[src/hw/rtl/ctp_pkg.sv]
// ----------------------------------------------------------------------------
// ctp_pkg: shared types and constants of the color test pattern pixel unit
// Widths, register and format codes, reciprocal constants, bar color table.
// ----------------------------------------------------------------------------
package ctp_pkg;

	localparam int COORD_W = 12;
	localparam int DIM_W   = 13;
	localparam int FMT_W   = 2;
	localparam int IDX_W   = 2;

	localparam logic [DIM_W-1:0] MAX_DIM    = 13'd4096;
	localparam logic [DIM_W-1:0] RST_WIDTH  = 13'd1024;
	localparam logic [DIM_W-1:0] RST_HEIGHT = 13'd768;

	// register indexes
	localparam logic [IDX_W-1:0] REG_WIDTH  = 2'd0;
	localparam logic [IDX_W-1:0] REG_HEIGHT = 2'd1;
	localparam logic [IDX_W-1:0] REG_FORMAT = 2'd2;

	// pixel formats; any other code packs luma
	localparam logic [FMT_W-1:0] FMT_RGB32  = 2'd0;
	localparam logic [FMT_W-1:0] FMT_RGB565 = 2'd1;

	// row regions
	localparam logic [1:0] REGION_BG   = 2'd0;
	localparam logic [1:0] REGION_BAR  = 2'd1;
	localparam logic [1:0] REGION_RAMP = 2'd2;
	localparam logic [1:0] REGION_GRAD = 2'd3;

	// ramp channel select
	localparam logic [1:0] SEL_R = 2'd0;
	localparam logic [1:0] SEL_G = 2'd1;
	localparam logic [1:0] SEL_B = 2'd2;

	// divider geometry: quotients are at most 255
	localparam int Q_BITS = 8;
	localparam int NLANE  = 3;
	localparam int DVD_W  = 21;
	localparam int DVS_W  = 13;
	localparam int LANE_V = 0;
	localparam int LANE_G = 1;
	localparam int LANE_B = 2;

	// reciprocal constants: n / d == (n * K) >> SH over the value ranges used
	localparam logic [18:0] DIV100_K  = 19'd335545;
	localparam int          DIV100_SH = 25;
	localparam logic [12:0] DIV9_K    = 13'd7282;
	localparam int          DIV9_SH   = 16;
	localparam logic [12:0] DIV3_K    = 13'd5462;
	localparam int          DIV3_SH   = 14;

	typedef struct packed {
		logic [DVD_W-1:0] dvd;
		logic [DVS_W-1:0] dvs;
	} div_lane_t;

	typedef struct packed {
		logic [FMT_W-1:0] fmt;
		logic             in_frame;
		logic             black;
		logic [1:0]       region;
		logic [3:0]       bar_idx;
		logic [1:0]       ramp_sel;
	} pix_side_t;

	// 0xRRGGBB of the nine bars
	function automatic logic [23:0] bar_rgb(input logic [3:0] idx);
		case (idx)
		4'd0: bar_rgb = 24'hFFFFFF;
		4'd1: bar_rgb = 24'h000000;
		4'd2: bar_rgb = 24'hFF0000;
		4'd3: bar_rgb = 24'h00FF00;
		4'd4: bar_rgb = 24'h0000FF;
		4'd5: bar_rgb = 24'hFFFF00;
		4'd6: bar_rgb = 24'hFF00FF;
		4'd7: bar_rgb = 24'h00FFFF;
		default: bar_rgb = 24'h808080; // gray bar
		endcase
	endfunction

endpackage

[src/hw/rtl/ctp_if.sv]
// ----------------------------------------------------------------------------
// ctp_if: valid/ready channels of the color test pattern pixel unit
// Coordinate request channel and packed pixel result channel.
// ----------------------------------------------------------------------------
interface ctp_coord_if import ctp_pkg::*; ();
	logic               valid;
	logic               ready;
	logic [COORD_W-1:0] pixel_x;
	logic [COORD_W-1:0] pixel_y;

	modport source (output valid, output pixel_x, output pixel_y, input ready);
	modport sink (input valid, input pixel_x, input pixel_y, output ready);
endinterface

interface ctp_pixel_if import ctp_pkg::*; ();
	logic        valid;
	logic        ready;
	logic [31:0] pixel_word;
	logic        in_frame;

	modport source (output valid, output pixel_word, output in_frame, input ready);
	modport sink (input valid, input pixel_word, input in_frame, output ready);
endinterface

[src/hw/rtl/ctp_div_pipe.sv]
// ----------------------------------------------------------------------------
// ctp_div_pipe: pipelined restoring divider, three lanes, one quotient bit per stage
// Quotients are Q_BITS wide; sideband and valid travel with the lanes.
// ----------------------------------------------------------------------------
module ctp_div_pipe import ctp_pkg::*; (
	input  logic                           clk,
	input  logic                           arst_n,
	input  logic                           en,
	input  logic                           in_vld,
	input  div_lane_t [NLANE-1:0]          lanes_in,
	input  pix_side_t                      side_in,
	output logic                           out_vld,
	output logic [NLANE-1:0][Q_BITS-1:0]   quo,
	output pix_side_t                      side_out
);

	logic              vld_s  [Q_BITS];
	pix_side_t         side_s [Q_BITS];
	logic [DVD_W-1:0]  rem_s  [Q_BITS][NLANE];
	logic [DVS_W-1:0]  dvs_s  [Q_BITS][NLANE];
	logic [Q_BITS-1:0] quo_s  [Q_BITS][NLANE];

	for (genvar k = 0; k < Q_BITS; k++) begin : g_step
		logic              vld_in;
		pix_side_t         side_k;
		logic [DVD_W-1:0]  rem_in [NLANE];
		logic [DVS_W-1:0]  dvs_in [NLANE];
		logic [Q_BITS-1:0] quo_in [NLANE];

		if (k == 0) begin : g_head
			assign vld_in = in_vld;
			assign side_k = side_in;
			for (genvar l = 0; l < NLANE; l++) begin : g_lane
				assign rem_in[l] = lanes_in[l].dvd;
				assign dvs_in[l] = lanes_in[l].dvs;
				assign quo_in[l] = '0;
			end
		end else begin : g_body
			assign vld_in = vld_s[k-1];
			assign side_k = side_s[k-1];
			for (genvar l = 0; l < NLANE; l++) begin : g_lane
				assign rem_in[l] = rem_s[k-1][l];
				assign dvs_in[l] = dvs_s[k-1][l];
				assign quo_in[l] = quo_s[k-1][l];
			end
		end

		always_ff @(posedge clk or negedge arst_n) begin
			if (!arst_n) begin
				vld_s[k] <= 1'b0;
			end else if (en) begin
				vld_s[k] <= vld_in;
			end
		end

		always_ff @(posedge clk) begin
			if (en) begin
				side_s[k] <= side_k;
			end
		end

		for (genvar l = 0; l < NLANE; l++) begin : g_sub
			logic [DVD_W-1:0] sh;
			logic             take;

			// divisor aligned to this stage's quotient bit
			assign sh   = DVD_W'(dvs_in[l]) << (Q_BITS - 1 - k);
			assign take = (rem_in[l] >= sh);

			always_ff @(posedge clk) begin
				if (en) begin
					rem_s[k][l] <= take ? (rem_in[l] - sh) : rem_in[l];
					dvs_s[k][l] <= dvs_in[l];
					quo_s[k][l] <= {quo_in[l][Q_BITS-2:0], take};
				end
			end
		end
	end

	assign out_vld  = vld_s[Q_BITS-1];
	assign side_out = side_s[Q_BITS-1];
	for (genvar l = 0; l < NLANE; l++) begin : g_out
		assign quo[l] = quo_s[Q_BITS-1][l];
	end

endmodule

[src/hw/rtl/color_test_pattern_pixel_unit.sv]
// ----------------------------------------------------------------------------
// color_test_pattern_pixel_unit: test frame pixel generator
// Maps a pixel coordinate to the packed pixel word of a fixed test frame:
// color bars, RGB ramps, a 2D gradient, black border and separators.
// ----------------------------------------------------------------------------
//
//  channel  | dir | handshake     | payload
//  ---------+-----+---------------+---------------------------------------
//  coord    | in  | valid / ready | pixel_x[11:0], pixel_y[11:0]
//  pixel    | out | valid / ready | pixel_word[31:0], in_frame
//  wr_*     | in  | wr_en only    | wr_index[1:0], wr_data[12:0]
//
//  One transaction per clock while pixel.ready holds; 6 geometry stages, 8
//  divider stages and 2 color and packing stages lie between the input
//  transaction and output valid. The divider's one-bit-per-stage chain sets the depth.
//  A stall on pixel freezes the whole pipe (single advance enable); coord.ready
//  is low exactly while a finished result waits. Reset clears all valid bits
//  and loads the registers with 1024 x 768, RGB32.
//
module color_test_pattern_pixel_unit import ctp_pkg::*; (
	input  logic             clk,
	input  logic             arst_n,
	input  logic             wr_en,
	input  logic [IDX_W-1:0] wr_index,
	input  logic [DIM_W-1:0] wr_data,
	ctp_coord_if.sink        coord,
	ctp_pixel_if.source      pixel
);

	// ------------------------------------------------------------------
	// configuration registers
	// ------------------------------------------------------------------
	logic [DIM_W-1:0] width_q;
	logic [DIM_W-1:0] height_q;
	logic [FMT_W-1:0] format_q;

	always_ff @(posedge clk or negedge arst_n) begin
		if (!arst_n) begin
			width_q  <= RST_WIDTH;
			height_q <= RST_HEIGHT;
			format_q <= FMT_RGB32;
		end else if (wr_en) begin
			case (wr_index)
			REG_WIDTH:  width_q  <= wr_data;
			REG_HEIGHT: height_q <= wr_data;
			REG_FORMAT: format_q <= wr_data[FMT_W-1:0];
			default: ; // no register here
			endcase
		end
	end

	// dimensions clamp to the largest supported frame
	logic [DIM_W-1:0] w_sat;
	logic [DIM_W-1:0] h_sat;
	assign w_sat = (width_q > MAX_DIM) ? MAX_DIM : width_q;
	assign h_sat = (height_q > MAX_DIM) ? MAX_DIM : height_q;

	// ------------------------------------------------------------------
	// pipe control: one advance enable for every stage
	// ------------------------------------------------------------------
	logic adv;
	logic vld_s1, vld_s2, vld_s3, vld_s4, vld_s5, vld_s6, vld_s15, vld_s16;

	assign adv         = !vld_s16 || pixel.ready;
	assign coord.ready = adv;

	// ------------------------------------------------------------------
	// s1: capture coordinate together with the frame setup it applies to
	// ------------------------------------------------------------------
	logic [COORD_W-1:0] x_s1, y_s1;
	logic [DIM_W-1:0]   w_s1, h_s1;
	logic [FMT_W-1:0]   fmt_s1;

	always_ff @(posedge clk) begin
		if (adv) begin
			x_s1   <= coord.pixel_x;
			y_s1   <= coord.pixel_y;
			w_s1   <= w_sat;
			h_s1   <= h_sat;
			fmt_s1 <= format_q;
		end
	end

	// ------------------------------------------------------------------
	// s2: constant products of the dimensions, frame test
	// ------------------------------------------------------------------
	logic [COORD_W-1:0] x_s2, y_s2;
	logic [DIM_W-1:0]   w_s2, h_s2;
	logic [FMT_W-1:0]   fmt_s2;
	logic               infr_s2;
	logic [17:0]        h38_s2;  // h * 38
	logic [15:0]        h15_s2;  // h * 15
	logic [24:0]        bwm_s2;  // w * (2^16 / 9)
	logic [19:0]        xm_s2;   // x * 255
	logic [11:0]        wm1_s2;  // w - 1, never zero

	always_ff @(posedge clk) begin
		if (adv) begin
			x_s2    <= x_s1;
			y_s2    <= y_s1;
			w_s2    <= w_s1;
			h_s2    <= h_s1;
			fmt_s2  <= fmt_s1;
			infr_s2 <= ({1'b0, x_s1} < w_s1) && ({1'b0, y_s1} < h_s1);
			h38_s2  <= 18'(h_s1) * 18'd38;
			h15_s2  <= 16'(h_s1) * 16'd15;
			bwm_s2  <= 25'(w_s1) * 25'(DIV9_K);
			xm_s2   <= 20'(x_s1) * 20'd255;
			wm1_s2  <= (w_s1 <= 13'd1) ? 12'd1 : 12'(w_s1 - 13'd1);
		end
	end

	// ------------------------------------------------------------------
	// s3: bar height, ramp height, bar width (divide by reciprocal)
	// ------------------------------------------------------------------
	logic [35:0] bar_prod, ramp_prod;
	assign bar_prod  = 36'(h38_s2) * 36'(DIV100_K);
	assign ramp_prod = 36'(h15_s2) * 36'(DIV100_K);

	logic [COORD_W-1:0] x_s3, y_s3;
	logic [DIM_W-1:0]   w_s3, h_s3;
	logic [FMT_W-1:0]   fmt_s3;
	logic               infr_s3;
	logic [19:0]        xm_s3;
	logic [11:0]        wm1_s3;
	logic [10:0]        bar_h_s3;
	logic [9:0]         ramp_h_s3;
	logic [8:0]         bw_s3;

	always_ff @(posedge clk) begin
		if (adv) begin
			x_s3      <= x_s2;
			y_s3      <= y_s2;
			w_s3      <= w_s2;
			h_s3      <= h_s2;
			fmt_s3    <= fmt_s2;
			infr_s3   <= infr_s2;
			xm_s3     <= xm_s2;
			wm1_s3    <= wm1_s2;
			bar_h_s3  <= bar_prod[DIV100_SH +: 11];
			ramp_h_s3 <= ramp_prod[DIV100_SH +: 10];
			bw_s3     <= bwm_s2[DIV9_SH +: 9];
		end
	end

	// ------------------------------------------------------------------
	// s4: row boundaries, ramp thirds, bar column thresholds
	// ------------------------------------------------------------------
	logic [11:0] ramp_y0_c, ramp_end_c;
	logic [23:0] rt1_prod, rt2_prod;
	logic [11:0] thr_c [8];

	always_comb begin
		ramp_y0_c  = 12'(bar_h_s3) + 12'd40;
		ramp_end_c = ramp_y0_c + 12'(ramp_h_s3);
		rt1_prod   = 24'(ramp_h_s3) * 24'(DIV3_K);
		rt2_prod   = 24'({ramp_h_s3, 1'b0}) * 24'(DIV3_K);
		for (int k = 0; k < 8; k++) begin
			thr_c[k] = 12'(k + 1) * 12'(bw_s3); // left edge of bar k+1
		end
	end

	logic [COORD_W-1:0] x_s4, y_s4;
	logic [DIM_W-1:0]   w_s4, h_s4;
	logic [FMT_W-1:0]   fmt_s4;
	logic               infr_s4;
	logic [19:0]        xm_s4;
	logic [11:0]        wm1_s4;
	logic [10:0]        bar_h_s4;
	logic [8:0]         bw_s4;
	logic [11:0]        ramp_y0_s4, ramp_end_s4, grad_y0_s4;
	logic [8:0]         rt1_s4, rt2_s4;
	logic [11:0]        thr_s4 [8];

	always_ff @(posedge clk) begin
		if (adv) begin
			x_s4        <= x_s3;
			y_s4        <= y_s3;
			w_s4        <= w_s3;
			h_s4        <= h_s3;
			fmt_s4      <= fmt_s3;
			infr_s4     <= infr_s3;
			xm_s4       <= xm_s3;
			wm1_s4      <= wm1_s3;
			bar_h_s4    <= bar_h_s3;
			bw_s4       <= bw_s3;
			ramp_y0_s4  <= ramp_y0_c;
			ramp_end_s4 <= ramp_end_c;
			grad_y0_s4  <= ramp_end_c + 12'd50;
			rt1_s4      <= rt1_prod[DIV3_SH +: 9];
			rt2_s4      <= rt2_prod[DIV3_SH +: 9];
			thr_s4      <= thr_c;
		end
	end

	// ------------------------------------------------------------------
	// s5: region decode, bar index, black overlay, gradient height
	// ------------------------------------------------------------------
	logic        grad_long_c;
	logic [11:0] grad_h_c;
	logic [12:0] grad_end_c;
	logic        in_bar_c, in_ramp_c, in_grad_c;
	logic [11:0] ry_c, gy_c, bar_sep_end_c;
	logic [1:0]  region_c, sel_c;
	logic [2:0]  bar_cnt_c;
	logic [3:0]  bar_idx_c;
	logic        black_c;

	always_comb begin
		grad_long_c = h_s4 > (13'(grad_y0_s4) + 13'd81);
		grad_h_c    = grad_long_c ? 12'(h_s4 - 13'(grad_y0_s4) - 13'd80) : 12'd1;
		grad_end_c  = grad_long_c ? (h_s4 - 13'd80) : (13'(grad_y0_s4) + 13'd1);

		in_bar_c  = y_s4 < 12'(bar_h_s4);
		in_ramp_c = (y_s4 >= ramp_y0_s4) && (y_s4 < ramp_end_s4);
		in_grad_c = (y_s4 >= grad_y0_s4) && (13'(y_s4) < grad_end_c);

		if (in_bar_c) begin
			region_c = REGION_BAR;
		end else if (in_ramp_c) begin
			region_c = REGION_RAMP;
		end else if (in_grad_c) begin
			region_c = REGION_GRAD;
		end else begin
			region_c = REGION_BG;
		end

		// ramp split in thirds of its height
		ry_c = y_s4 - ramp_y0_s4;
		if (ry_c < 12'(rt1_s4)) begin
			sel_c = SEL_R;
		end else if (ry_c < 12'(rt2_s4)) begin
			sel_c = SEL_G;
		end else begin
			sel_c = SEL_B;
		end

		// x / bw as a count of crossed thresholds; gray bar takes the rest
		bar_cnt_c = '0;
		for (int k = 0; k < 7; k++) begin
			bar_cnt_c = bar_cnt_c + 3'(x_s4 >= thr_s4[k]);
		end
		bar_idx_c = ((bw_s4 != '0) && (x_s4 < thr_s4[7])) ? {1'b0, bar_cnt_c} : 4'd8;

		bar_sep_end_c = 12'(bar_h_s4) + 12'd4;
		black_c = (y_s4 < 12'd4) || ((13'(y_s4) + 13'd4) >= h_s4) ||
			(x_s4 < 12'd4) || ((13'(x_s4) + 13'd4) >= w_s4) ||
			((y_s4 >= 12'(bar_h_s4)) && (y_s4 < bar_sep_end_c)) ||
			((y_s4 >= ramp_end_s4) && (y_s4 < (ramp_end_s4 + 12'd4)));

		gy_c = in_grad_c ? (y_s4 - grad_y0_s4) : 12'd0;
	end

	logic [COORD_W-1:0] x_s5;
	logic [DIM_W-1:0]   w_s5;
	logic [FMT_W-1:0]   fmt_s5;
	logic               infr_s5;
	logic [19:0]        xm_s5;
	logic [11:0]        wm1_s5;
	logic [11:0]        gy_s5, grad_h_s5;
	logic [1:0]         region_s5, sel_s5;
	logic [3:0]         bar_idx_s5;
	logic               black_s5;

	always_ff @(posedge clk) begin
		if (adv) begin
			x_s5       <= x_s4;
			w_s5       <= w_s4;
			fmt_s5     <= fmt_s4;
			infr_s5    <= infr_s4;
			xm_s5      <= xm_s4;
			wm1_s5     <= wm1_s4;
			gy_s5      <= gy_c;
			grad_h_s5  <= grad_h_c;
			region_s5  <= region_c;
			sel_s5     <= sel_c;
			bar_idx_s5 <= bar_idx_c;
			black_s5   <= black_c;
		end
	end

	// ------------------------------------------------------------------
	// s6: divider operands
	//   V: x*255 / (w-1)            horizontal ramp value
	//   G: gy*255 / (gh-1)          gradient green
	//   B: (x+gy)*255 / (w+gh-2)    gradient blue, inverted later
	// ------------------------------------------------------------------
	logic [12:0] xg_c;
	logic [13:0] wg_c;
	div_lane_t [NLANE-1:0] lanes_c;
	pix_side_t side_c;

	always_comb begin
		xg_c = 13'(x_s5) + 13'(gy_s5);
		wg_c = 14'(w_s5) + 14'(grad_h_s5);

		lanes_c[LANE_V].dvd = DVD_W'(xm_s5);
		lanes_c[LANE_V].dvs = DVS_W'(wm1_s5);
		lanes_c[LANE_G].dvd = DVD_W'(gy_s5) * DVD_W'(255);
		lanes_c[LANE_G].dvs = (grad_h_s5 <= 12'd1) ? DVS_W'(1) : DVS_W'(grad_h_s5 - 12'd1);
		lanes_c[LANE_B].dvd = DVD_W'(xg_c) * DVD_W'(255);
		lanes_c[LANE_B].dvs = (wg_c <= 14'd2) ? DVS_W'(1) : DVS_W'(wg_c - 14'd2);

		side_c.fmt      = fmt_s5;
		side_c.in_frame = infr_s5;
		side_c.black    = black_s5;
		side_c.region   = region_s5;
		side_c.bar_idx  = bar_idx_s5;
		side_c.ramp_sel = sel_s5;
	end

	div_lane_t [NLANE-1:0] lanes_s6;
	pix_side_t             side_s6;

	always_ff @(posedge clk) begin
		if (adv) begin
			lanes_s6 <= lanes_c;
			side_s6  <= side_c;
		end
	end

	// ------------------------------------------------------------------
	// s7..s14: divider
	// ------------------------------------------------------------------
	logic                         dv_vld;
	logic [NLANE-1:0][Q_BITS-1:0] dv_quo;
	pix_side_t                    dv_side;

	ctp_div_pipe u_div (
		.clk      (clk),
		.arst_n   (arst_n),
		.en       (adv),
		.in_vld   (vld_s6),
		.lanes_in (lanes_s6),
		.side_in  (side_s6),
		.out_vld  (dv_vld),
		.quo      (dv_quo),
		.side_out (dv_side)
	);

	// ------------------------------------------------------------------
	// s15: color select, black overlay, luma weighted sum
	// ------------------------------------------------------------------
	logic [7:0]  r_c, g_c, b_c;
	logic [14:0] luma_sum_c;

	always_comb begin
		r_c = 8'hFF;
		g_c = 8'hFF;
		b_c = 8'hFF;
		case (dv_side.region)
		REGION_BAR: begin
			{r_c, g_c, b_c} = bar_rgb(dv_side.bar_idx);
		end
		REGION_RAMP: begin
			r_c = 8'h00;
			g_c = 8'h00;
			b_c = 8'h00;
			case (dv_side.ramp_sel)
			SEL_R:   r_c = dv_quo[LANE_V];
			SEL_G:   g_c = dv_quo[LANE_V];
			default: b_c = dv_quo[LANE_V]; // blue third
			endcase
		end
		REGION_GRAD: begin
			r_c = dv_quo[LANE_V];
			g_c = dv_quo[LANE_G];
			b_c = ~dv_quo[LANE_B]; // 255 - q
		end
		default: ; // white background
		endcase
		if (dv_side.black) begin
			r_c = 8'h00;
			g_c = 8'h00;
			b_c = 8'h00;
		end
		luma_sum_c = 15'(r_c) * 15'd30 + 15'(g_c) * 15'd59 + 15'(b_c) * 15'd11;
	end

	logic [23:0]      rgb_s15;
	logic [14:0]      luma_sum_s15;
	logic [FMT_W-1:0] fmt_s15;
	logic             infr_s15;

	always_ff @(posedge clk) begin
		if (adv) begin
			rgb_s15      <= {r_c, g_c, b_c};
			luma_sum_s15 <= luma_sum_c;
			fmt_s15      <= dv_side.fmt;
			infr_s15     <= dv_side.in_frame;
		end
	end

	// ------------------------------------------------------------------
	// s16: luma divide by 100 and pack; output register
	// ------------------------------------------------------------------
	logic [33:0] luma_prod;
	logic [7:0]  luma_c;
	logic [31:0] word_c;

	always_comb begin
		luma_prod = 34'(luma_sum_s15) * 34'(DIV100_K);
		luma_c    = luma_prod[DIV100_SH +: 8];
		case (fmt_s15)
		FMT_RGB32:  word_c = {8'hFF, rgb_s15};
		FMT_RGB565: word_c = {16'h0000, rgb_s15[23:19], rgb_s15[15:10], rgb_s15[7:3]};
		default:    word_c = {4{luma_c}}; // luma in every byte
		endcase
		if (!infr_s15) begin
			word_c = '0;
		end
	end

	logic [31:0] word_s16;
	logic        infr_s16;

	always_ff @(posedge clk) begin
		if (adv) begin
			word_s16 <= word_c;
			infr_s16 <= infr_s15;
		end
	end

	// valid bits travel with the data
	always_ff @(posedge clk or negedge arst_n) begin
		if (!arst_n) begin
			vld_s1  <= 1'b0;
			vld_s2  <= 1'b0;
			vld_s3  <= 1'b0;
			vld_s4  <= 1'b0;
			vld_s5  <= 1'b0;
			vld_s6  <= 1'b0;
			vld_s15 <= 1'b0;
			vld_s16 <= 1'b0;
		end else if (adv) begin
			vld_s1  <= coord.valid;
			vld_s2  <= vld_s1;
			vld_s3  <= vld_s2;
			vld_s4  <= vld_s3;
			vld_s5  <= vld_s4;
			vld_s6  <= vld_s5;
			vld_s15 <= dv_vld;
			vld_s16 <= vld_s15;
		end
	end

	assign pixel.valid      = vld_s16;
	assign pixel.pixel_word = word_s16;
	assign pixel.in_frame   = infr_s16;

	// ------------------------------------------------------------------
	// assertions
	// ------------------------------------------------------------------
	// a waiting result must block new transactions
	a_stall_blocks_input: assert property (@(posedge clk) disable iff (!arst_n)
		(pixel.valid && !pixel.ready) |-> !coord.ready)
		else $error("coord accepted while result stalled");

	// a stall must freeze the color stage
	a_stall_holds_s15: assert property (@(posedge clk) disable iff (!arst_n)
		!adv |=> ($stable(vld_s15) && (!vld_s15 || $stable(rgb_s15))))
		else $error("color stage moved during stall");

	// bar, ramp and gradient rows never overlap
	a_regions_disjoint: assert property (@(posedge clk) disable iff (!arst_n)
		vld_s4 |-> $onehot0({in_bar_c, in_ramp_c, in_grad_c}))
		else $error("row regions overlap");

endmodule

[src/flat_wrapper.sv]
// flat-port wrapper written by rule: the top's interface ports become plain ports
module color_test_pattern_pixel_unit_flat import ctp_pkg::*;
  (clk, arst_n, wr_en, wr_index, wr_data, coord_valid, coord_pixel_x, coord_pixel_y, coord_ready, pixel_valid, pixel_pixel_word, pixel_in_frame, pixel_ready);
  ctp_coord_if coord_i ();
  ctp_pixel_if pixel_i ();
  input  logic clk;
  input  logic arst_n;
  input  logic wr_en;
  input  logic [IDX_W-1:0] wr_index;
  input  logic [DIM_W-1:0] wr_data;
  input wire logic [$bits(coord_i.valid)-1:0] coord_valid;
  input wire logic [$bits(coord_i.pixel_x)-1:0] coord_pixel_x;
  input wire logic [$bits(coord_i.pixel_y)-1:0] coord_pixel_y;
  output wire logic [$bits(coord_i.ready)-1:0] coord_ready;
  output wire logic [$bits(pixel_i.valid)-1:0] pixel_valid;
  output wire logic [$bits(pixel_i.pixel_word)-1:0] pixel_pixel_word;
  output wire logic [$bits(pixel_i.in_frame)-1:0] pixel_in_frame;
  input wire logic [$bits(pixel_i.ready)-1:0] pixel_ready;
  assign coord_i.valid = coord_valid;
  assign coord_i.pixel_x = coord_pixel_x;
  assign coord_i.pixel_y = coord_pixel_y;
  assign coord_ready = coord_i.ready;
  assign pixel_valid = pixel_i.valid;
  assign pixel_pixel_word = pixel_i.pixel_word;
  assign pixel_in_frame = pixel_i.in_frame;
  assign pixel_i.ready = pixel_ready;
  color_test_pattern_pixel_unit u_core (.clk(clk), .arst_n(arst_n), .wr_en(wr_en), .wr_index(wr_index), .wr_data(wr_data), .coord(coord_i), .pixel(pixel_i));
endmodule
[config.mk]
export PLATFORM = sky130hd
export DESIGN_NAME = color_test_pattern_pixel_unit_flat
export DESIGN_NICKNAME = d
export VERILOG_FILES = /design/src/hw/rtl/ctp_pkg.sv /design/src/hw/rtl/ctp_if.sv /design/src/hw/rtl/ctp_div_pipe.sv /design/src/hw/rtl/color_test_pattern_pixel_unit.sv /design/src/flat_wrapper.sv
export SDC_FILE = /design/constraint.sdc
export NUM_CORES = 2
export LEC_CHECK = 0
export ABC_AREA = 1
export BUFFER_PORTS_ARGS = -buffer_cell sky130_fd_sc_hd__buf_2
export CAP_MARGIN = 0
export CORE_MARGIN = 2
export CORE_UTILIZATION = 56
export DETAILED_ROUTE_END_ITERATION = 8
export PLACE_DENSITY = 0.69
export REMOVE_ABC_BUFFERS = 1
export SYNTH_ARGS = -nofsm -noshare
export SYNTH_HDL_FRONTEND = slang
export SYNTH_SLANG_ARGS = --single-unit
[constraint.sdc]
create_clock -name clk -period 65.5 [get_ports clk]
set_input_delay 3.275 -clock clk [delete_from_list [all_inputs] [get_ports clk]]
set_output_delay 3.275 -clock clk [all_outputs]
set_load 0.02 [all_outputs]
==> impl_metrics.tcl <==
set metrics [dict create \
    run_status "completed" \
    syn_to_final_growth_pct 8.230 \
    first_iter_violations 5083 \
    root_buffer "clkbuf_16" \
    crit_required_ns 62.22 \
    cp_max_fo 50 \
    synth_seq_cells 1698 \
    ys_seq_area_frac 0.4327 \
    worstMarginPinSlew_ns 1.170 \
    die_x_um 461.8 \
    syn_inst 11210 \
    most-common-layout-cells "2,107 x inv_1, 1,654 x edfxtp_1, 1,566 x nand2_1, 1,417 x ha_1, 731 x a21oi_1" \
    timing.slew.headroom 0.2097 \
    synth-edff-count 1654 \
    drc 0 \
    fin_crit_sh 0.1147 \
    dieArea_um2 213200 \
    yosys.area.top_type_share 0.4232 \
    layout_commonest_cell "inv_1" \
    dieHeight_um 461.8 \
    r2r-end "u_core.luma_sum_s15[13]$_DFFE_PP_" \
    firstDrtPassIters 8 \
    core_um2 208900 \
    diodes 0 \
    seqCellArea_um2 50770 \
    hold_depth 0 \
    routed_wirelength_um 243000 \
    clk_pin_slew_ns 0.06 \
    vias 76880 \
    crit_top_cell "buf_2" \
    ios 79 \
    postCtsSetupBuffers 0 \
    multi_input_area_um2 58110 \
    clock_path_buffers 3 \
    nets 13520 \
    initial_core_util 0.5616 \
    grt_pass1_vias 78250 \
    synth-main-ff-cell "edfxtp_1" \
    cts_sinks 1698 \
    skew_ns 0.05735 \
    dpl_worst_slack_ns 57.93 \
    cts_resized 0 \
    num_rows 168 \
    setup_viol 0 \
    critPathLaunchType "input port" \
    synth_area_leader_cell "edfxtp_1" \
    hold_viol_final 0 \
    cpLargestDelayFamily "simple AND/OR/NAND/NOR gates" \
    r2r_cells 31 \
    syn_area_um2 117400 \
    setup.worst_path.class "in -> out" \
    critical_path_buf_inv_count 3 \
    numCtsBuffers 178 \
    synth.area.top_cells "edfxtp_1 42%, ha_1 15%, fa_1 11%" \
    grt_pass1_wl_um 397100 \
    ant_nets 0 \
    insertion_delay_ns 0.83 \
    htreeDepth 4 \
    crit_chain "buf_2 > inv_1 > nand2_4 > buf_2" \
    cts_tree "yes" \
    min_path_type "reg -> reg" \
    dpl.hpwl_um 195200 \
    crit_path_max_incr_delay_ns 0.49 \
    synth_area_per_cell_um2 10.47 \
    min_to "u_core.side_s6[7]$_DFFE_PP_" \
    fmax_ghz 0.1331 \
    numPortBuffers 78 \
    drv_slew 0 \
    antenna_found_initial 0 \
    timing.rr.start "u_core.u_div.side_s[1][43]$_DFFE_PP_" \
    end_kind "output port" \
    grt_max_degree 203 \
    fillers 17140 \
    cts_hold_buffers 0 \
    finalCriticalPeriod_ns 7.516 \
    grt_overflow 0 \
    setup_tns_ns 0 \
    viasPerCell 5.354 \
    wl_per_cell_um 16.92 \
    ff2ff_setup_slack_ns 58.44 \
    crit_slowest_cell "nand2_4" \
    gp_congestion 0.9283 \
    ys_types 94 \
    rsz0062_at_grt "false" \
    groute.usage.overall 0.2318 \
    finalWorstSetupSlack_ns 57.98 \
    holdCritStartpoint "u_core.region_s5[1]$_SDFFCE_PN0P_" \
    drive_gt1_frac 0.04967 \
    arrival_ns 4.24 \
    drv_cap 0 \
    async_flop_share 0.02591 \
    ys_warn_count 0 \
]
-- metal layers --
metal,vias up,GRT usage,part of all wire
li1,38170,-,-
met1,36770,0.3025,0.44
met2,1500,0.4039,0.50
met3,445,0.02589,0.035
met4,0,0.07511,0.032
met5,-,0,0
-- cells in the mapped netlist, drive strengths merged (4+ instances only) --
library cell / count
xor2: 322
o211ai: 21
a31oi: 66
nand2: 1589
nor2: 660
a41oi: 7
o221ai: 5
a211oi: 28
a21oi: 752
mux2: 8
o21ai: 599
or2: 37
o22ai: 7
edfxtp: 1654
o31ai: 22
o21bai: 40
and2: 4
nor4: 47
xnor2: 206
o21a: 29
dfrtp: 41
nand4: 130
nand3: 319
buf: 51
fa: 650
ha: 1417
o2111ai: 14
a21boi: 31
nor3: 154
a21o: 76
nand3b: 27
inv: 2123
clkbuf: 27
-- final cells by class --
cell class,instances,share of cell area
inverters,2125,0.06294
well taps,2805,0.02763
flip-flops and latches,1698,0.3998
clock buffers,210,0.03676
multi-input cells,7304,0.4575
clock inverters,120,0.01049
repair buffers,99,0.004906
-- through the flow --
stage / std cells / util / area [µm²] / hold WS (ns)
2_1_floorplan: 11130 / - / 116900 / 0.4003
5_1_grt: 14360 / 0.6079 / 127000 / 0.4179
6_report: 14360 / 0.6079 / 127000 / 0.4013
3_5_place_dp: 14030 / 0.5791 / 121000 / 0.4045
3_3_place_gp: 14030 / 0.5791 / 121000 / 0.4007
4_1_cts: 14360 / 0.6079 / 127000 / 0.4040
-- sequential cells by signal, indices dropped and copies added, names as in the netlist, 16 cells and up --
signal / flops
u_core.u_div.side_s: 96
u_core.rgb_s15: 24
u_core.thr_s4: 32
u_core.xm_s4: 19
u_core.h15_s2: 16
u_core.pixel.pixel_word: 32
u_core.xm_s2: 20
u_core.xm_s3: 20
u_core.u_div.quo_s: 108
u_core.u_div.dvs_s: 266
u_core.u_div.rem_s: 441
u_core.xm_s5: 20
u_core.lanes_s6: 99
-- worst max-delay path by stage --
stage,from,end,slack (ns),cells past startpoint
6_report,pixel_ready,coord_ready,57.98,4
5_1_grt,u_core.u_div.side_s[1][43]$_DFFE_PP_,u_core.luma_sum_s15[13]$_DFFE_PP_,57.87,34
4_1_cts,pixel_ready,coord_ready,57.96,4
3_5_place_dp,pixel_ready,u_core.pixel.pixel_word[18]$_SDFFCE_PN0P_,57.93,7
3_3_place_gp,pixel_ready,coord_ready,57.98,4
2_1_floorplan,pixel_ready,u_core.u_div.g_step[2].vld_in$_DFFE_PN0P_,22.35,3
-- logic make-up after synthesis --
kind of cell	share of synthesized area
XOR/XNOR	0.03976
adder cells (fa/ha/maj)	0.2620
AO/OA/AOI/OAI	0.08410
AND/OR/NAND/NOR	0.1085
flip-flops	0.4327
multiplexers	0.0007677
buffers and inverters	0.07224
Power is not shown: default switching activity piles up to over one toggle a cycle in this logic, so the estimate is an artifact.
